--- src/rtl/core/ppsch_pkg.sv ---
// ppsch_pkg: constants, structs and enums for the preemptive priority scheduler
// used by the channel interfaces, the table cell and the top level
package ppsch_pkg;

  localparam int unsigned MAX_PROCESSES = 16;
  localparam int unsigned IDX_W   = (MAX_PROCESSES > 1) ? $clog2(MAX_PROCESSES) : 1;
  localparam int unsigned CNT_W   = $clog2(MAX_PROCESSES + 1);
  localparam int unsigned TIME_W  = 32;
  localparam int unsigned SUM_W   = 48;
  localparam int unsigned ARR_W   = 16;
  localparam int unsigned BURST_W = 16;
  localparam int unsigned PRI_W   = 14;
  localparam int unsigned PID_W   = 5;
  localparam int unsigned PIDX_W  = (IDX_W + 1 > PID_W) ? IDX_W + 1 : PID_W;

  localparam logic [PRI_W-1:0] PRI_BOUND = 14'd9999;

  typedef enum logic {
    ACT_LOAD = 1'b0,
    ACT_TICK = 1'b1
  } action_e;

  typedef enum logic [1:0] {
    ST_IDLE,
    ST_SCAN,
    ST_CALC,
    ST_EMIT
  } state_e;

  typedef struct packed {
    logic               have;
    logic [IDX_W-1:0]   idx;
    logic [PRI_W-1:0]   pri;
    logic [ARR_W-1:0]   arr;
    logic [BURST_W-1:0] rem;
    logic [BURST_W-1:0] orig;
  } cand_t;

  typedef struct packed {
    logic               en;
    logic [IDX_W-1:0]   idx;
    logic [ARR_W-1:0]   arr;
    logic [BURST_W-1:0] burst;
    logic [PRI_W-1:0]   pri;
  } load_t;

  typedef struct packed {
    logic             en;
    logic [IDX_W-1:0] idx;
  } serve_t;

endpackage

--- src/rtl/core/ppsch_if.sv ---
// ppsch_if: valid/ready channel interfaces for process loads, ticks and results
// depends on ppsch_pkg for field widths
interface ppsch_in_if;
  logic                               valid;
  logic                               ready;
  logic                               action;
  logic [ppsch_pkg::ARR_W-1:0]        arrival_time;
  logic [ppsch_pkg::BURST_W-1:0]      burst_length;
  logic [ppsch_pkg::PRI_W-1:0]        priority_level;

  modport source (output valid, action, arrival_time, burst_length, priority_level,
                  input ready);
  modport sink   (input valid, action, arrival_time, burst_length, priority_level,
                  output ready);
endinterface

interface ppsch_out_if;
  logic                          valid;
  logic                          ready;
  logic                          ran;
  logic [ppsch_pkg::PID_W-1:0]   process_id;
  logic [ppsch_pkg::TIME_W-1:0]  time_now;
  logic                          finished;
  logic [ppsch_pkg::TIME_W-1:0]  turnaround;
  logic [ppsch_pkg::TIME_W-1:0]  waiting;
  logic                          all_done;
  logic [ppsch_pkg::SUM_W-1:0]   total_turnaround;
  logic [ppsch_pkg::SUM_W-1:0]   total_waiting;

  modport source (output valid, ran, process_id, time_now, finished, turnaround, waiting,
                  all_done, total_turnaround, total_waiting, input ready);
  modport sink   (input valid, ran, process_id, time_now, finished, turnaround, waiting,
                  all_done, total_turnaround, total_waiting, output ready);
endinterface

--- src/rtl/core/ppsch_cell.sv ---
// ppsch_cell: one process table entry plus one stage of the selection chain
// depends on ppsch_pkg
module ppsch_cell (
  input  logic                          clk_i,
  input  logic                          rst_ni,
  input  logic [ppsch_pkg::IDX_W-1:0]   idx_i,
  input  logic [ppsch_pkg::TIME_W-1:0]  time_i,
  input  ppsch_pkg::load_t              load_i,
  input  ppsch_pkg::serve_t             serve_i,
  input  ppsch_pkg::cand_t              cand_i,
  output ppsch_pkg::cand_t              cand_o
);

  logic                             loaded_q;
  logic [ppsch_pkg::ARR_W-1:0]      arr_q;
  logic [ppsch_pkg::BURST_W-1:0]    rem_q;
  logic [ppsch_pkg::BURST_W-1:0]    orig_q;
  logic [ppsch_pkg::PRI_W-1:0]      pri_q;
  ppsch_pkg::cand_t                 cand_q;
  ppsch_pkg::cand_t                 cand_d;
  logic                             eligible;
  logic                             take;

  always_comb begin
    eligible = loaded_q
               && ({{(ppsch_pkg::TIME_W - ppsch_pkg::ARR_W){1'b0}}, arr_q} <= time_i)
               && (rem_q != '0);
    take = eligible && ((pri_q < cand_i.pri)
                        || ((pri_q == cand_i.pri) && cand_i.have && (arr_q <= cand_i.arr)));
    if (take) begin
      cand_d = '{have: 1'b1, idx: idx_i, pri: pri_q, arr: arr_q, rem: rem_q, orig: orig_q};
    end else begin
      cand_d = cand_i;
    end
  end

  always_ff @(posedge clk_i or negedge rst_ni) begin
    if (!rst_ni) begin
      loaded_q <= 1'b0;
      cand_q   <= '0;
    end else begin
      cand_q <= cand_d;
      if (load_i.en && (load_i.idx == idx_i)) begin
        loaded_q <= 1'b1;
      end
    end
  end

  // table entry
  always_ff @(posedge clk_i) begin
    if (load_i.en && (load_i.idx == idx_i)) begin
      arr_q  <= load_i.arr;
      rem_q  <= load_i.burst;
      orig_q <= load_i.burst;
      pri_q  <= load_i.pri;
    end else if (serve_i.en && (serve_i.idx == idx_i)) begin
      rem_q <= rem_q - ppsch_pkg::BURST_W'(1);
    end
  end

  assign cand_o = cand_q;

endmodule

--- src/rtl/core/preemptive_priority_scheduler.sv ---
// preemptive_priority_scheduler: top level, chain of table cells plus tick control
// depends on ppsch_pkg, ppsch_if and ppsch_cell
//
//  channel     dir  transaction
//  in_chan_i   in   load a process (action 0) or advance one tick (action 1)
//  out_chan_o  out  one result per tick, none per load
//
// a load writes the next free table cell; after a tick is accepted the candidate
// travels one cell per cycle down the chain in the scan state, then the calc state does
// service and time update and the emit state does total update into the output register;
// the next transaction is taken once the control is back in the idle state
// reset clears counters, time, totals and the valid flags of the cells
// a held result stalls a following tick in its final stage; input is taken only when idle
module preemptive_priority_scheduler (
  input  logic      clk_i,
  input  logic      rst_ni,
  ppsch_in_if.sink  in_chan_i,
  ppsch_out_if.source out_chan_o
);

  localparam int unsigned N = ppsch_pkg::MAX_PROCESSES;

  ppsch_pkg::state_e                 state_q, state_d;
  logic [ppsch_pkg::IDX_W-1:0]       cnt_q, cnt_d;
  logic [ppsch_pkg::CNT_W-1:0]       loaded_q, loaded_d;
  logic [ppsch_pkg::CNT_W-1:0]       done_q, done_d;
  logic                              ticked_q, ticked_d;
  logic [ppsch_pkg::TIME_W-1:0]      time_q, time_d, time_next;
  logic [ppsch_pkg::SUM_W-1:0]       tsum_q, tsum_d, wsum_q, wsum_d;
  logic                              have_q, have_d, fin_q, fin_d;
  logic [ppsch_pkg::PID_W-1:0]       pid_q, pid_d;
  logic [ppsch_pkg::TIME_W-1:0]      tat_q, tat_d, wt_q, wt_d;
  logic                              out_valid_q, out_valid_d;
  logic                              o_ran_q, o_fin_q, o_all_q;
  logic [ppsch_pkg::PID_W-1:0]       o_pid_q;
  logic [ppsch_pkg::TIME_W-1:0]      o_time_q, o_tat_q, o_wt_q;
  logic                              emit;
  logic                              in_acc;
  logic [ppsch_pkg::ARR_W:0]         arr_orig;
  logic [ppsch_pkg::TIME_W:0]        wt_diff;
  logic [ppsch_pkg::SUM_W:0]         tsum_add, wsum_add;
  ppsch_pkg::load_t                  load;
  ppsch_pkg::serve_t                 serve;
  ppsch_pkg::cand_t                  chain [N+1];
  ppsch_pkg::cand_t                  best;

  assign chain[0] = '{have: 1'b0, idx: '0, pri: ppsch_pkg::PRI_BOUND, arr: '0,
                      rem: '0, orig: '0};

  for (genvar k = 0; k < N; k++) begin : g_cell
    ppsch_cell u_cell (
      .clk_i   (clk_i),
      .rst_ni  (rst_ni),
      .idx_i   (ppsch_pkg::IDX_W'(k)),
      .time_i  (time_q),
      .load_i  (load),
      .serve_i (serve),
      .cand_i  (chain[k]),
      .cand_o  (chain[k+1])
    );
  end

  assign best = chain[N];

  assign in_chan_i.ready = (state_q == ppsch_pkg::ST_IDLE);
  assign in_acc = in_chan_i.valid && in_chan_i.ready;

  always_comb begin
    load.en    = in_acc && (in_chan_i.action == ppsch_pkg::ACT_LOAD) && !ticked_q
                 && (loaded_q < ppsch_pkg::CNT_W'(N));
    load.idx   = loaded_q[ppsch_pkg::IDX_W-1:0];
    load.arr   = in_chan_i.arrival_time;
    load.burst = in_chan_i.burst_length;
    load.pri   = in_chan_i.priority_level;
    serve.en   = (state_q == ppsch_pkg::ST_CALC) && best.have;
    serve.idx  = best.idx;
  end

  always_comb begin
    time_next = (time_q == '1) ? time_q : time_q + ppsch_pkg::TIME_W'(1);
    arr_orig  = {1'b0, best.arr} + {1'b0, best.orig};
    wt_diff   = {1'b0, time_next}
                - {{(ppsch_pkg::TIME_W - ppsch_pkg::ARR_W){1'b0}}, arr_orig};
    tsum_add  = {1'b0, tsum_q} + {{(ppsch_pkg::SUM_W - ppsch_pkg::TIME_W + 1){1'b0}}, tat_q};
    wsum_add  = {1'b0, wsum_q} + {{(ppsch_pkg::SUM_W - ppsch_pkg::TIME_W + 1){1'b0}}, wt_q};
    emit      = (state_q == ppsch_pkg::ST_EMIT) && (!out_valid_q || out_chan_o.ready);
  end

  always_comb begin
    state_d     = state_q;
    cnt_d       = cnt_q;
    loaded_d    = loaded_q;
    done_d      = done_q;
    ticked_d    = ticked_q;
    time_d      = time_q;
    tsum_d      = tsum_q;
    wsum_d      = wsum_q;
    have_d      = have_q;
    fin_d       = fin_q;
    pid_d       = pid_q;
    tat_d       = tat_q;
    wt_d        = wt_q;
    out_valid_d = out_valid_q && !out_chan_o.ready;
    unique case (state_q)
      ppsch_pkg::ST_IDLE: begin
        if (load.en) begin
          loaded_d = loaded_q + ppsch_pkg::CNT_W'(1);
        end
        if (in_acc && (in_chan_i.action == ppsch_pkg::ACT_TICK)) begin
          ticked_d = 1'b1;
          cnt_d    = '0;
          state_d  = ppsch_pkg::ST_SCAN;
        end
      end
      ppsch_pkg::ST_SCAN: begin
        cnt_d = cnt_q + ppsch_pkg::IDX_W'(1);
        if (cnt_q == ppsch_pkg::IDX_W'(N - 1)) begin
          state_d = ppsch_pkg::ST_CALC;
        end
      end
      ppsch_pkg::ST_CALC: begin
        time_d = time_next;
        have_d = best.have;
        fin_d  = best.have && (best.rem == ppsch_pkg::BURST_W'(1));
        pid_d  = best.have
                 ? ppsch_pkg::PID_W'(ppsch_pkg::PIDX_W'(best.idx) + ppsch_pkg::PIDX_W'(1))
                 : '0;
        if (fin_d) begin
          tat_d  = time_next - {{(ppsch_pkg::TIME_W - ppsch_pkg::ARR_W){1'b0}}, best.arr};
          wt_d   = wt_diff[ppsch_pkg::TIME_W] ? '0 : wt_diff[ppsch_pkg::TIME_W-1:0];
          done_d = done_q + ppsch_pkg::CNT_W'(1);
        end else begin
          tat_d = '0;
          wt_d  = '0;
        end
        state_d = ppsch_pkg::ST_EMIT;
      end
      ppsch_pkg::ST_EMIT: begin
        if (emit) begin
          tsum_d      = tsum_add[ppsch_pkg::SUM_W] ? '1 : tsum_add[ppsch_pkg::SUM_W-1:0];
          wsum_d      = wsum_add[ppsch_pkg::SUM_W] ? '1 : wsum_add[ppsch_pkg::SUM_W-1:0];
          out_valid_d = 1'b1;
          state_d     = ppsch_pkg::ST_IDLE;
        end
      end
      default: state_d = ppsch_pkg::ST_IDLE;
    endcase
  end

  always_ff @(posedge clk_i or negedge rst_ni) begin
    if (!rst_ni) begin
      state_q     <= ppsch_pkg::ST_IDLE;
      cnt_q       <= '0;
      loaded_q    <= '0;
      done_q      <= '0;
      ticked_q    <= 1'b0;
      time_q      <= '0;
      tsum_q      <= '0;
      wsum_q      <= '0;
      out_valid_q <= 1'b0;
    end else begin
      state_q     <= state_d;
      cnt_q       <= cnt_d;
      loaded_q    <= loaded_d;
      done_q      <= done_d;
      ticked_q    <= ticked_d;
      time_q      <= time_d;
      tsum_q      <= tsum_d;
      wsum_q      <= wsum_d;
      out_valid_q <= out_valid_d;
    end
  end

  // per-tick working values and output payload
  always_ff @(posedge clk_i) begin
    have_q <= have_d;
    fin_q  <= fin_d;
    pid_q  <= pid_d;
    tat_q  <= tat_d;
    wt_q   <= wt_d;
    if (emit) begin
      o_ran_q  <= have_q;
      o_pid_q  <= pid_q;
      o_time_q <= time_q;
      o_fin_q  <= fin_q;
      o_tat_q  <= tat_q;
      o_wt_q   <= wt_q;
      o_all_q  <= (done_q == loaded_q);
    end
  end

  assign out_chan_o.valid            = out_valid_q;
  assign out_chan_o.ran              = o_ran_q;
  assign out_chan_o.process_id       = o_pid_q;
  assign out_chan_o.time_now         = o_time_q;
  assign out_chan_o.finished         = o_fin_q;
  assign out_chan_o.turnaround       = o_tat_q;
  assign out_chan_o.waiting          = o_wt_q;
  assign out_chan_o.all_done         = o_all_q;
  assign out_chan_o.total_turnaround = tsum_q;
  assign out_chan_o.total_waiting    = wsum_q;

endmodule
--- src/flat_wrapper.sv ---
// flat-port wrapper written by rule: the top's interface ports become plain ports
module preemptive_priority_scheduler_flat 
  (clk_i, rst_ni, in_chan_i_valid, in_chan_i_action, in_chan_i_arrival_time, in_chan_i_burst_length, in_chan_i_priority_level, in_chan_i_ready, out_chan_o_valid, out_chan_o_ran, out_chan_o_process_id, out_chan_o_time_now, out_chan_o_finished, out_chan_o_turnaround, out_chan_o_waiting, out_chan_o_all_done, out_chan_o_total_turnaround, out_chan_o_total_waiting, out_chan_o_ready);
  ppsch_in_if in_chan_i_i ();
  ppsch_out_if out_chan_o_i ();
  input  logic clk_i;
  input  logic rst_ni;
  input wire logic [$bits(in_chan_i_i.valid)-1:0] in_chan_i_valid;
  input wire logic [$bits(in_chan_i_i.action)-1:0] in_chan_i_action;
  input wire logic [$bits(in_chan_i_i.arrival_time)-1:0] in_chan_i_arrival_time;
  input wire logic [$bits(in_chan_i_i.burst_length)-1:0] in_chan_i_burst_length;
  input wire logic [$bits(in_chan_i_i.priority_level)-1:0] in_chan_i_priority_level;
  output wire logic [$bits(in_chan_i_i.ready)-1:0] in_chan_i_ready;
  output wire logic [$bits(out_chan_o_i.valid)-1:0] out_chan_o_valid;
  output wire logic [$bits(out_chan_o_i.ran)-1:0] out_chan_o_ran;
  output wire logic [$bits(out_chan_o_i.process_id)-1:0] out_chan_o_process_id;
  output wire logic [$bits(out_chan_o_i.time_now)-1:0] out_chan_o_time_now;
  output wire logic [$bits(out_chan_o_i.finished)-1:0] out_chan_o_finished;
  output wire logic [$bits(out_chan_o_i.turnaround)-1:0] out_chan_o_turnaround;
  output wire logic [$bits(out_chan_o_i.waiting)-1:0] out_chan_o_waiting;
  output wire logic [$bits(out_chan_o_i.all_done)-1:0] out_chan_o_all_done;
  output wire logic [$bits(out_chan_o_i.total_turnaround)-1:0] out_chan_o_total_turnaround;
  output wire logic [$bits(out_chan_o_i.total_waiting)-1:0] out_chan_o_total_waiting;
  input wire logic [$bits(out_chan_o_i.ready)-1:0] out_chan_o_ready;
  assign in_chan_i_i.valid = in_chan_i_valid;
  assign in_chan_i_i.action = in_chan_i_action;
  assign in_chan_i_i.arrival_time = in_chan_i_arrival_time;
  assign in_chan_i_i.burst_length = in_chan_i_burst_length;
  assign in_chan_i_i.priority_level = in_chan_i_priority_level;
  assign in_chan_i_ready = in_chan_i_i.ready;
  assign out_chan_o_valid = out_chan_o_i.valid;
  assign out_chan_o_ran = out_chan_o_i.ran;
  assign out_chan_o_process_id = out_chan_o_i.process_id;
  assign out_chan_o_time_now = out_chan_o_i.time_now;
  assign out_chan_o_finished = out_chan_o_i.finished;
  assign out_chan_o_turnaround = out_chan_o_i.turnaround;
  assign out_chan_o_waiting = out_chan_o_i.waiting;
  assign out_chan_o_all_done = out_chan_o_i.all_done;
  assign out_chan_o_total_turnaround = out_chan_o_i.total_turnaround;
  assign out_chan_o_total_waiting = out_chan_o_i.total_waiting;
  assign out_chan_o_i.ready = out_chan_o_ready;
  preemptive_priority_scheduler u_core (.clk_i(clk_i), .rst_ni(rst_ni), .in_chan_i(in_chan_i_i), .out_chan_o(out_chan_o_i));
endmodule
--- config.mk ---
export PLATFORM = sky130hd
export DESIGN_NAME = preemptive_priority_scheduler_flat
export DESIGN_NICKNAME = d
export VERILOG_FILES = /design/src/rtl/core/ppsch_pkg.sv /design/src/rtl/core/ppsch_if.sv /design/src/rtl/core/ppsch_cell.sv /design/src/rtl/core/preemptive_priority_scheduler.sv /design/src/flat_wrapper.sv
export SDC_FILE = /design/constraint.sdc
export NUM_CORES = 2
export LEC_CHECK = 0
export BUFFER_PORTS_ARGS = -buffer_cell sky130_fd_sc_hd__buf_4
export CAP_MARGIN = 10
export CORE_ASPECT_RATIO = 2
export CORE_MARGIN = 4
export CORE_UTILIZATION = 55
export CTS_BUF_LIST = sky130_fd_sc_hd__clkbuf_4 sky130_fd_sc_hd__clkbuf_8 sky130_fd_sc_hd__clkbuf_16
export DETAILED_ROUTE_END_ITERATION = 8
export PLACE_DENSITY = 0.77
export SYNTH_ARGS = -nofsm -noshare
export SYNTH_HDL_FRONTEND = slang
export SYNTH_HIERARCHICAL = 1
export SYNTH_SLANG_ARGS = --single-unit
--- constraint.sdc ---
create_clock -name clk_i -period 5.4 [get_ports clk_i]
set_clock_uncertainty 0.15 [all_clocks]
set_input_delay 0.81 -clock clk_i [delete_from_list [all_inputs] [get_ports clk_i]]
set_output_delay 0.81 -clock clk_i [all_outputs]
set_load 0.01 [all_outputs]
==> results by group <==
Status
  – Status: complete, no violations

Worst setup path
  – R2R depth: 17
  – Crit. Startpoint: u_core/time_q[20]
  – Crit path launch type: flip-flop
  – Critical R2R Launch: u_core/time_q[20]
  – R2r setup slk: 260 ps
  – Worst setup EP type: flip-flop
  – WS Path Type: reg2reg
  – Crit path max fanout: 32
  – Reg2reg end: u_core/wt_q[4]
  – CP arrival: 5630 ps
  – Critical Path RT: 5890 ps

Clock network
  – Clock Latency Late Sink: 880 ps
  – H-tree depth: 4
  – CTS clk-pin slew, worst paths: 70 ps
  – Root Driver: clkbuf_16
  – CTS max path bufs: 4
  – CTS tree: done
  – CTS Buf Count: 206
  – # clock sinks: 2387

Route
  – Remaining DRCs: 0
  – Vias per cell: 5.83
  – Per-cell routed wire length: 23.6 um
  – Drt total wl: 300 mm
  – DR iter-0 viols: 4324
  – DR pass1 iterations: 8
  – Post-DRT Antenna Nets: 0
  – Via Count: 74200

Placed design
  – DPL Wire Length: 221 mm
  – DP Area: 0.123 sq mm
  – Final RePlAce weighted congestion: 1.04
  – Dpl ws: -13.3 ps
  – Port-buffer cells: 252

Timing
  – Final Slew Violations: 0
  – Crit path time final: 5140 ps
  – Rel. slew slack: 0.183
  – Post-route clock period utilization: 0.952
  – Finish-stage setup viols: 0
  – Hold Fails Final Rpt: 0
  – Worst hold slack: 92.0 ps
  – Max Clk Rate: 194 MHz
  – Worst slew pin tran: 1220 ps
  – RSZ-0062 raised after global routing: false
  – Setup slack after layout: 258 ps

Power
  – Clock share of power: 0.302
  – Switching Share: 0.308
  – Sw power: 0.0157 W
  – Int Pwr: 0.0353 W
  – Combinational power share: 0.254
  – Seq pwr share: 0.444
  – Pwr per Cell Area: 393 mW/mm^2
  – LEAKAGE: 53.3 nW
  – VDD IR max: 363 uV
  – Pwr Total: 0.0510 W

Die
  – Starting density of the core: 0.554
  – Core ar.: 0.209 sq mm
  – Rows: 237
  – Die height: 656 um
  – Die Area: 0.218 sq mm
  – Num ports: 253
  – Die width: 332 um

Final layout
  – Syn-to-layout area delta: 12.3%
  – Layout cells sized above 1: 0.204
  – Final net count: 10700
  – Final Instance Area: 0.130 sq mm

Flow run
  – Maxcap violations: 0

Global route
  – First-pass GRT wire length: 458 mm
  – Gr busiest metal: met2
  – Met2 usage in global routing: 0.511
  – Met1 Usage GRT: 0.252
  – GR met3 Demand/Resource: 0.0340
  – Largest net degree at the start of global routing: 164
  – GRT Total Usage: 0.271
  – Vias in the first global route: 80500
  – Total grt overflow: 0
  – Initial antenna violation count: 4

Worst hold path
  – Hold EP: u_core/ticked_q
  – WHS Path Cells: 2
  – Worst hold path class: in2reg
  – Hold path start: in_chan_i_valid

Synthesis
  – Netlist Area Pre-Place: 0.116 sq mm
  – Yosys warns: 6
  – Syn Area/Cell: 12.7 sq um
  – Post-Syn Instances: 9076
[power by group through the flow]
stage               Clock (W)  Combinational (W)  Sequential (W)
floorplan                   0            0.00783          0.0228
global placement            0             0.0123          0.0229
detailed placement          0             0.0127          0.0230
CTS                    0.0157             0.0128          0.0226
global route           0.0164             0.0141          0.0228
finish                 0.0154             0.0130          0.0227
[routing by layer]
layer,up-vias,share of wire
met4,2,0.11
met3,1092,0.039
met1,36900,0.32
met2,2156,0.54
li1,34000,-
met5,-,0.000040
[worst max path at each step]
stage	cells after the start	slack [ps]	endpoint
after floorplan	20	30	u_core/wt_q[27]
after global placement	18	6	u_core/wt_q[7]
after detailed placement	18	-10	u_core/wt_q[31]
after CTS	19	80	u_core/wt_q[31]
after global routing	18	80	u_core/wt_q[4]
final	17	260	u_core/wt_q[4]
[state kept, by name (all words and copies together), names as in the netlist, 2 cells and up]
signal / flops
u_core/time_q: 32
u_core/out_chan_o.process_id: 5
u_core/out_chan_o.waiting: 32
u_core/pid_q: 5
u_core/wt_q: 32
u_core/cnt_q: 4
u_core/g_cell.u_cell/loaded_q: 16
u_core/g_cell.u_cell/pri_q: 224
u_core/out_chan_o.total_turnaround: 48
u_core/done_q: 5
u_core/out_chan_o.total_waiting: 48
u_core/g_cell.u_cell/arr_q: 256
u_core/tat_q: 32
u_core/g_cell.u_cell/orig_q: 256
u_core/state_q: 2
u_core/out_chan_o.time_now: 32
u_core/g_cell.u_cell/cand_o: 1058
u_core/g_cell.u_cell/rem_q: 256
u_core/loaded_q: 5
u_core/out_chan_o.turnaround: 32
[cell type report]
class	instances	area [sq um]
Fill cell	15600	78900
Inverter	926	3480
Tap cell	2748	3440
Clock inverter	95	1080
Sequential cell	2387	65600
Clock buffer	280	5970
Multi-Input combinational cell	5859	46900
Antenna cell	1	2.50
Timing Repair Buffer	431	3450
[cells in the final DEF (no fill, tap or decap), drive strengths merged, types with 50 or more instances in the layout]
cell,instances
dfrtp,1220
edfxtp,1167
mux2,1052
inv,936
ha,858
a21oi,612
nor2,551
buf,430
conb,338
clkbuf,280
xnor2,267
nand2,249
nand4,206
nand3,201
xor2,168
nor4,157
a21o,109
nor3,107
a31oi,105
o21ai,96
o211ai,71
nor2b,61
a211oi,61
clkinv,59
nand2b,50
or4,50
[worst max-delay path, cell delays in order (launching register included)]
cell and delay [ps]:
dfrtp_1 370, and3_1 230, and4_1 260, nand3_4 150, nand4_1 210, xnor2_1 660, fa_1 520, ha_1 380
o21a_1 140, o31a_1 240, o2111ai_2 210, a21o_1 230, a31oi_1 340, nor2_2 120, nand3_2 130, o31ai_4 70
buf_12 200, a211oi_1 250
[through the flow]
stage,util,setup TNS [ps],std cells
2_1_floorplan,-,0,9412
3_3_place_gp,0.588,0,12300
3_5_place_dp,0.588,-13.3,12300
4_1_cts,0.622,0,12700
5_1_grt,0.622,0,12700
6_report,0.622,0,12700
[repair_timing]
item                                    in CTS  in global routing
gates cloned                                 0                  0
pin swaps                                    0                  2
hold endpoints to repair                    88                  0
endpoints found under the setup margin       7                 33
hold buffers                                 1                  0
buffers inserted                             0                  1
resized for setup                            1                  8
Note: power is estimated with default switching activity, not from simulation.
